$ cat src/design/ptnp_pkg.sv
package ptnp_pkg;

  // Miller-Rabin bases, exact for every value below 2^32
  localparam int unsigned NumBases = 3;
  localparam int unsigned BaseW    = 8;
  localparam logic [BaseW-1:0] MR_BASES [NumBases] = '{8'd2, 8'd7, 8'd61};

  typedef enum logic [12:0] {
    S_IDLE    = 13'b0000000000001,
    S_CHECK   = 13'b0000000000010,
    S_DECOMP  = 13'b0000000000100,
    S_BASE    = 13'b0000000001000,
    S_SQ      = 13'b0000000010000,
    S_SQ_W    = 13'b0000000100000,
    S_ML      = 13'b0000001000000,
    S_ML_W    = 13'b0000010000000,
    S_EVAL    = 13'b0000100000000,
    S_LOOP    = 13'b0001000000000,
    S_LOOP_W  = 13'b0010000000000,
    S_VERDICT = 13'b0100000000000,
    S_FIN     = 13'b1000000000000
  } state_e;

  // handshake between sequencer and modular multiplier
  typedef struct packed {
    logic start;
    logic use_base;
  } mm_req_t;

endpackage

$ cat src/design/ptnp_modmul.sv
// Bit-serial modular multiplier: res = a * b mod n, a and b below n.
// Walks b from its MSB; each bit takes a doubling step and then an add step.
module ptnp_modmul #(
  parameter int unsigned W = 32
) (
  input  logic         clk_i,
  input  logic         rst_ni,
  input  logic         start_i,
  input  logic [W-1:0] a_i,
  input  logic [W-1:0] b_i,
  input  logic [W-1:0] n_i,
  output logic         done_o,
  output logic [W-1:0] res_o
);

  localparam int unsigned CW = $clog2(W);

  logic [W-1:0]  acc_q, acc_d, a_q, a_d, b_q, b_d, n_q, n_d;
  logic [CW-1:0] cnt_q, cnt_d;
  logic          ph_q, ph_d, run_q, run_d, done_q, done_d;
  logic [W:0]    sum, red;

  always_comb begin
    if (!ph_q) begin
      sum = {acc_q, 1'b0};
    end else begin
      sum = {1'b0, acc_q} + (b_q[W-1] ? {1'b0, a_q} : '0);
    end
    red = (sum >= {1'b0, n_q}) ? (sum - {1'b0, n_q}) : sum;
  end

  always_comb begin
    acc_d  = acc_q;
    a_d    = a_q;
    b_d    = b_q;
    n_d    = n_q;
    cnt_d  = cnt_q;
    ph_d   = ph_q;
    run_d  = run_q;
    done_d = 1'b0;
    if (start_i) begin
      acc_d = '0;
      a_d   = a_i;
      b_d   = b_i;
      n_d   = n_i;
      cnt_d = CW'(W - 1);
      ph_d  = 1'b0;
      run_d = 1'b1;
    end else if (run_q) begin
      acc_d = red[W-1:0];
      ph_d  = ~ph_q;
      if (ph_q) begin
        b_d = {b_q[W-2:0], 1'b0};
        if (cnt_q == '0) begin
          run_d  = 1'b0;
          done_d = 1'b1;
        end else begin
          cnt_d = cnt_q - 1'b1;
        end
      end
    end
  end

  always_ff @(posedge clk_i or negedge rst_ni) begin
    if (!rst_ni) begin
      run_q  <= 1'b0;
      done_q <= 1'b0;
      ph_q   <= 1'b0;
      cnt_q  <= '0;
    end else begin
      run_q  <= run_d;
      done_q <= done_d;
      ph_q   <= ph_d;
      cnt_q  <= cnt_d;
    end
  end

  always_ff @(posedge clk_i) begin
    acc_q <= acc_d;
    a_q   <= a_d;
    b_q   <= b_d;
    n_q   <= n_d;
  end

  assign done_o = done_q;
  assign res_o  = acc_q;

endmodule

$ cat src/design/prime_test_and_next_prime.sv
// Primality test / next-prime search, deterministic Miller-Rabin (bases 2, 7, 61).
// Work: each modular multiply runs in the bit-serial multiplier; a test costs up to
//   2*W multiplies per base for the power plus up to s-1 squarings per base, and a search
//   repeats the test for each odd candidate tried. Trivial values skip the Miller-Rabin steps.
// Throughput: one item at a time; the next is taken once the result sits in the output register.
// Reset: rst_ni asynchronous active low, clears the sequencer, the multiplier control and output valid only.
module prime_test_and_next_prime #(
  parameter int unsigned VALUE_WIDTH = 32
) (
  input  logic                   clk_i,
  input  logic                   rst_ni,
  input  logic                   in_valid_i,
  output logic                   in_ready_o,
  input  logic                   operation_i,
  input  logic [VALUE_WIDTH-1:0] value_i,
  output logic                   out_valid_o,
  input  logic                   out_ready_i,
  output logic                   is_prime_o,
  output logic [VALUE_WIDTH-1:0] prime_found_o,
  output logic                   overflow_o
);

  localparam int unsigned W  = VALUE_WIDTH;
  localparam int unsigned CW = $clog2(W);

  ptnp_pkg::state_e state_q, state_d;

  // candidate has one spare bit so the search can step past 2^W - 1
  logic [W:0]    cand_q, cand_d;
  logic          op_q, op_d;
  logic [W-1:0]  d_q, d_d, x_q, x_d, a_q, a_d;
  logic [CW-1:0] s_q, s_d, k_q, k_d, e_q, e_d;
  logic [1:0]    bidx_q, bidx_d;
  logic          verdict_q, verdict_d;
  logic          fin_prime_q, fin_prime_d, fin_ovf_q, fin_ovf_d;

  logic          out_valid_q, out_valid_d;
  logic          is_prime_q, is_prime_d, ovf_q, ovf_d;
  logic [W-1:0]  prime_q, prime_d;

  logic [W-1:0]  n, nm1, base_w, mm_res;
  logic          mm_done;
  ptnp_pkg::mm_req_t mm_req;

  assign n   = cand_q[W-1:0];
  assign nm1 = n - 1'b1;

  always_comb begin
    case (bidx_q)
      2'd0:    base_w = {{(W-ptnp_pkg::BaseW){1'b0}}, ptnp_pkg::MR_BASES[0]};
      2'd1:    base_w = {{(W-ptnp_pkg::BaseW){1'b0}}, ptnp_pkg::MR_BASES[1]};
      default: base_w = {{(W-ptnp_pkg::BaseW){1'b0}}, ptnp_pkg::MR_BASES[2]};
    endcase
  end

  assign mm_req.start    = (state_q == ptnp_pkg::S_SQ) || (state_q == ptnp_pkg::S_ML) ||
                           ((state_q == ptnp_pkg::S_LOOP) && (k_q < s_q));
  assign mm_req.use_base = (state_q == ptnp_pkg::S_ML);

  ptnp_modmul #(.W(W)) u_modmul (
    .clk_i   (clk_i),
    .rst_ni  (rst_ni),
    .start_i (mm_req.start),
    .a_i     (x_q),
    .b_i     (mm_req.use_base ? a_q : x_q),
    .n_i     (n),
    .done_o  (mm_done),
    .res_o   (mm_res)
  );

  assign in_ready_o = (state_q == ptnp_pkg::S_IDLE);

  always_comb begin
    state_d     = state_q;
    cand_d      = cand_q;
    op_d        = op_q;
    d_d         = d_q;
    x_d         = x_q;
    a_d         = a_q;
    s_d         = s_q;
    k_d         = k_q;
    e_d         = e_q;
    bidx_d      = bidx_q;
    verdict_d   = verdict_q;
    fin_prime_d = fin_prime_q;
    fin_ovf_d   = fin_ovf_q;
    out_valid_d = out_valid_q && !out_ready_i;
    is_prime_d  = is_prime_q;
    prime_d     = prime_q;
    ovf_d       = ovf_q;

    case (state_q)
      ptnp_pkg::S_IDLE: begin
        if (in_valid_i) begin
          op_d    = operation_i;
          // search starts from the odd value at or above the input
          cand_d  = {1'b0, value_i | {{(W-1){1'b0}}, operation_i}};
          state_d = ptnp_pkg::S_CHECK;
        end
      end
      ptnp_pkg::S_CHECK: begin
        if (cand_q[W]) begin
          fin_prime_d = 1'b0;
          fin_ovf_d   = 1'b1;
          state_d     = ptnp_pkg::S_FIN;
        end else if (n < W'(2)) begin
          verdict_d = 1'b0;
          state_d   = ptnp_pkg::S_VERDICT;
        end else if (n == W'(2)) begin
          verdict_d = 1'b1;
          state_d   = ptnp_pkg::S_VERDICT;
        end else if (!n[0]) begin
          verdict_d = 1'b0;
          state_d   = ptnp_pkg::S_VERDICT;
        end else begin
          d_d     = nm1;
          s_d     = '0;
          state_d = ptnp_pkg::S_DECOMP;
        end
      end
      ptnp_pkg::S_DECOMP: begin
        // strip factors of two from n-1, one per cycle
        if (!d_q[0]) begin
          d_d = {1'b0, d_q[W-1:1]};
          s_d = s_q + 1'b1;
        end else begin
          bidx_d  = '0;
          state_d = ptnp_pkg::S_BASE;
        end
      end
      ptnp_pkg::S_BASE: begin
        if (bidx_q == 2'(ptnp_pkg::NumBases) || base_w >= n) begin
          verdict_d = 1'b1;
          state_d   = ptnp_pkg::S_VERDICT;
        end else begin
          a_d     = base_w;
          x_d     = {{(W-1){1'b0}}, 1'b1};
          e_d     = CW'(W - 1);
          state_d = ptnp_pkg::S_SQ;
        end
      end
      ptnp_pkg::S_SQ: begin
        state_d = ptnp_pkg::S_SQ_W;
      end
      ptnp_pkg::S_SQ_W: begin
        if (mm_done) begin
          x_d = mm_res;
          if (d_q[e_q]) begin
            state_d = ptnp_pkg::S_ML;
          end else if (e_q == '0) begin
            state_d = ptnp_pkg::S_EVAL;
          end else begin
            e_d     = e_q - 1'b1;
            state_d = ptnp_pkg::S_SQ;
          end
        end
      end
      ptnp_pkg::S_ML: begin
        state_d = ptnp_pkg::S_ML_W;
      end
      ptnp_pkg::S_ML_W: begin
        if (mm_done) begin
          x_d = mm_res;
          if (e_q == '0) begin
            state_d = ptnp_pkg::S_EVAL;
          end else begin
            e_d     = e_q - 1'b1;
            state_d = ptnp_pkg::S_SQ;
          end
        end
      end
      ptnp_pkg::S_EVAL: begin
        if (x_q == {{(W-1){1'b0}}, 1'b1} || x_q == nm1) begin
          bidx_d  = bidx_q + 1'b1;
          state_d = ptnp_pkg::S_BASE;
        end else begin
          k_d     = {{(CW-1){1'b0}}, 1'b1};
          state_d = ptnp_pkg::S_LOOP;
        end
      end
      ptnp_pkg::S_LOOP: begin
        if (k_q < s_q) begin
          state_d = ptnp_pkg::S_LOOP_W;
        end else begin
          verdict_d = 1'b0;
          state_d   = ptnp_pkg::S_VERDICT;
        end
      end
      ptnp_pkg::S_LOOP_W: begin
        if (mm_done) begin
          x_d = mm_res;
          if (mm_res == nm1) begin
            bidx_d  = bidx_q + 1'b1;
            state_d = ptnp_pkg::S_BASE;
          end else begin
            k_d     = k_q + 1'b1;
            state_d = ptnp_pkg::S_LOOP;
          end
        end
      end
      ptnp_pkg::S_VERDICT: begin
        if (!op_q || verdict_q) begin
          fin_prime_d = verdict_q;
          fin_ovf_d   = 1'b0;
          state_d     = ptnp_pkg::S_FIN;
        end else begin
          cand_d  = cand_q + (W+1)'(2);
          state_d = ptnp_pkg::S_CHECK;
        end
      end
      ptnp_pkg::S_FIN: begin
        // hand the item over once the output register is free
        if (!out_valid_q || out_ready_i) begin
          out_valid_d = 1'b1;
          is_prime_d  = fin_prime_q;
          ovf_d       = fin_ovf_q;
          prime_d     = fin_ovf_q ? '0 : n;
          state_d     = ptnp_pkg::S_IDLE;
        end
      end
      default: begin
        state_d = ptnp_pkg::S_IDLE;
      end
    endcase
  end

  always_ff @(posedge clk_i or negedge rst_ni) begin
    if (!rst_ni) begin
      state_q     <= ptnp_pkg::S_IDLE;
      out_valid_q <= 1'b0;
    end else begin
      state_q     <= state_d;
      out_valid_q <= out_valid_d;
    end
  end

  always_ff @(posedge clk_i) begin
    cand_q      <= cand_d;
    op_q        <= op_d;
    d_q         <= d_d;
    x_q         <= x_d;
    a_q         <= a_d;
    s_q         <= s_d;
    k_q         <= k_d;
    e_q         <= e_d;
    bidx_q      <= bidx_d;
    verdict_q   <= verdict_d;
    fin_prime_q <= fin_prime_d;
    fin_ovf_q   <= fin_ovf_d;
    is_prime_q  <= is_prime_d;
    prime_q     <= prime_d;
    ovf_q       <= ovf_d;
  end

  assign out_valid_o   = out_valid_q;
  assign is_prime_o    = is_prime_q;
  assign prime_found_o = prime_q;
  assign overflow_o    = ovf_q;

endmodule

$ cat config.mk
export PLATFORM = sky130hd
export DESIGN_NAME = prime_test_and_next_prime
export DESIGN_NICKNAME = d
export VERILOG_FILES = /design/src/design/ptnp_pkg.sv /design/src/design/ptnp_modmul.sv /design/src/design/prime_test_and_next_prime.sv
export SDC_FILE = /design/constraint.sdc
export NUM_CORES = 1
export LEC_CHECK = 0
export BUFFER_PORTS_ARGS = -buffer_cell sky130_fd_sc_hd__buf_4
export CAP_MARGIN = 20
export CORE_MARGIN = 2
export CORE_UTILIZATION = 60
export CTS_BUF_LIST = sky130_fd_sc_hd__clkbuf_8
export CTS_CLUSTER_SIZE = 8
export DETAILED_ROUTE_END_ITERATION = 7
export GPL_TIMING_DRIVEN = 0
export MAX_ROUTING_LAYER = met4
export PLACE_DENSITY_LB_ADDON = 0.25
export SYNTH_ARGS = -nofsm -noshare
export SYNTH_HDL_FRONTEND = slang
export SYNTH_SLANG_ARGS = --single-unit
$ cat constraint.sdc
create_clock -name clk_i -period 10.5 [get_ports clk_i]
set_input_delay 0 -clock clk_i [delete_from_list [all_inputs] [get_ports clk_i]]
set_output_delay 0 -clock clk_i [all_outputs]
set_load 0.005 [all_outputs]
==> metrics.cfg <==
[sta]
min_period_ns=7.683
holdWs_ns=0.1192
drv_slew=0
setup_viol=0
period_share_pct=73.17
worst_pin_slew_ns=1.072
fin_setup_tns_ns=0
slew_headroom_pct=27.76
rsz0062_at_grt=false
max_freq_mhz=130.2
clock_skew_ns=0.05649
final_hold_viol_count=0

[global_route]
grt_max_degree=70
grt-ovfl-total=0
grt_use_total_pct=37.58
antenna_found_initial=1
grt_pass1_vias=15320
grt_pass1_wl_mm=90.73

[synthesis]
yosysSeqAreaShare_pct=46.44
synth-simple-area-share_pct=17.51
synth-warning-count=0
synthCells=1897
avgSynthCellArea_um2=9.909
synth_nets=2023
postSynth.asyncResetShare_pct=7.213
synth-edff-count=251
synth.distinct_cells=75
synth_area_um2=18800
synth_adder_area_share_pct=6.004
synth_flop_cell=edfxtp_1
synth-compound-area-share_pct=14.64
ys_ff_latch=305
synth_top_family_by_area=simple AND/OR/NAND/NOR gates
synth-xor-area-share_pct=8.600
synth.area.mux_share_pct=3.275

[setup_path]
crit_type=reg2reg
startpoint_type=register
crit_path_end_kind=register
cp.arrival_ns=8.17
cp.required_ns=10.99
cp_max_fo=10

[min_path]
hp-class=in2reg

[detailed_routing]
firstDrtPassIters=6
wl_per_cell_um=23.95
remaining_drc_errors=0
drtIter0Drc=2095
ant_nets=0
via_per_inst=6.406
drt_wl_total_mm=60.09
num_vias=16070

[power_and_ir_drop]
p_per_area_nw_per_um2=239.6
ir_drop_mv=0.1551
leakagePower_nw=8.232

[cts]
h-tree-depth=2
clkLatencyLatePin_ns=0.62
path_clk_slew_ns=0.07
clock-sinks=305
cts-root-buf=clkbuf_8
cts_tree=done
clk_path_buf_depth=3
cts_buffers=52

[final_layout]
final_common_cell=edfxtp_1
regArea_um2=8730
areaGrowthSynthToFinish_pct=13.66
mostFrequentLayoutCells=edfxtp_1 (251), a21oi_1 (181), nor2_1 (163)
final_cell_area_um2=21360
final_cells=2509
drive_above_1_share_pct=9.758
fill_cells=2367
fin_nets=2195
multiInputGateArea_um2=9430

[floorplanning]
dieArea_um2=32760
core-area_um2=30750
dieWidth_um=181.0
num_io_pins=73
initial_core_util_pct=61.13
die_h_um=181.0
rows=64

[placed_design]
place.gp.congestion=1.001
dp_hpwl_mm=44.84
postPlaceCellArea_um2=19990
dp.cells=2372
port_buffers=72

[status]
status=complete, no violations

[job]
drv_cap=0

[worst max-delay path, cell delays in order (launching register included)]
cell and delay [ns]:
edfxtp_1 0.49, clkbuf_1 0.22, and2_1 0.21, ha_1 0.41
and4_1 0.29, nand2_1 0.09, a2111oi_0 0.67, o211ai_1 0.29
a31oi_1 0.52, o221ai_1 0.34, o31ai_1 0.47, o21ai_0 0.16
a31o_2 0.27, ha_1 0.34, a221oi_1 0.27, and3_1 0.19
o211ai_1 0.10, a21oi_1 0.64, clkbuf_1 0.55, clkbuf_1 0.54
o21ai_0 0.27, a21oi_1 0.19, nor2_1 0.06
[state kept, by name (all words and copies together) (netlist names), 13 cells and up]
| name | cells |
|---|---|
| x_q | 32 |
| cand_q | 33 |
| u_modmul.res_o | 32 |
| u_modmul.n_q | 32 |
| u_modmul.b_q | 32 |
| u_modmul.a_q | 32 |
| state_q | 13 |
| d_q | 32 |
| prime_found_o | 32 |
[worst paths after layout]
check                                                  end  slack [ns]  depth (start not counted)                  startpoint
hold / removal                              op_q$_DFFE_PP_        0.12                          2                 operation_i
max in group asynchronous         u_modmul.run_q$_DFF_PN0_        9.88                          4                      rst_ni
min in group asynchronous           state_q[5]$_DFFE_PN0P_        0.43                          4                      rst_ni
hold reg to reg                       is_prime_o$_DFFE_PP_        0.44                          0   fin_prime_q$_SDFFCE_PN0P_
setup reg to reg           u_modmul.res_o[16]$_SDFFE_PN0P_        2.82                         22  u_modmul.b_q[31]$_DFFE_PP_
setup / recovery           u_modmul.res_o[16]$_SDFFE_PN0P_        2.82                         22  u_modmul.b_q[31]$_DFFE_PP_
[layout make-up]
type | count | area share [%]
Antenna cell | 2 | 0.02343
Tap cell | 396 | 2.319
Timing Repair Buffer | 118 | 4.984
Buffer | 94 | 1.728
Sequential cell | 305 | 40.86
Clock inverter | 41 | 1.013
Clock buffer | 55 | 3.543
Multi-Input combinational cell | 1419 | 44.14
Inverter | 79 | 1.388
[synthesized netlist by cell type, types with 20 or more instances]
cell      count  area, um2
nand4_1      24      150.1
nand2_1     142      533.0
edfxtp_1    251       7537
dfxtp_1      32      640.6
nor4_1       21      131.4
nor2_1      163      611.8
xnor2_1     105      919.6
clkbuf_1     81      304.0
xor2_1       77      674.4
nor3_1       34      170.2
nand2b_1     21      131.4
and2_1       76      475.5
mux2_2       24      270.3
o21ai_0     102      510.5
nand3_1      47      235.2
a21oi_1     181      905.9
a21o_1       28      210.2
o21a_1       21      157.7
inv_1        78      292.8
ha_1         87       1089
nor2b_1      40      250.2
a211oi_1     20      150.1
dfrtp_1      21      525.5
[what timing repair did]
action,in CTS,in global routing
buffers inserted,0,0
endpoints found under the setup margin,0,0
endpoints found under the hold margin,62,0
hold buffers,38,0
resized for setup,0,0
[through the flow]
step | setup WS (ns) | power [mW] | utilization [%]
2_1_floorplan | 5.308 | 3.288 | -
3_3_place_gp | 2.954 | 3.983 | 64.50
3_5_place_dp | 2.876 | 4.018 | 65.01
4_1_cts | 2.872 | 5.059 | 69.45
5_1_grt | 2.258 | 5.384 | 69.47
6_report | 2.817 | 5.119 | 69.48
[cells by family (layout without fill, tap and decap cells)]
group | Yosys count | in the layout
AO/OA/AOI/OAI | 454 | 454
XOR/XNOR | 183 | 183
flip-flops | 305 | 305
buffers and inverters | 173 | 387
adder cells (fa/ha/maj) | 89 | 89
AND/OR/NAND/NOR | 647 | 647
other | 0 | 2
multiplexers | 46 | 46
[power breakdown]
group | leakage (nW) | total, mW | switching (mW) | internal (mW)
Clock | 0.565 | 1.04 | 0.506 | 0.532
Sequential | 2.89 | 1.74 | 0.227 | 1.51
Combinational | 4.78 | 2.34 | 1.44 | 0.900
Total | 8.23 | 5.12 | 2.18 | 2.94
[layer usage]
| metal | global-route usage, % | vias up | share of wire [%] |
|---|---|---|---|
| met2 | 60.06 | 898 | 47 |
| met4 | 14.67 | 0 | 4.3 |
| li1 | - | 7264 | - |
| met5 | - | - | 0 |
| met3 | 5.322 | 179 | 9.0 |
| met1 | 48.86 | 7731 | 40 |
(Power assumes the default switching activity.)
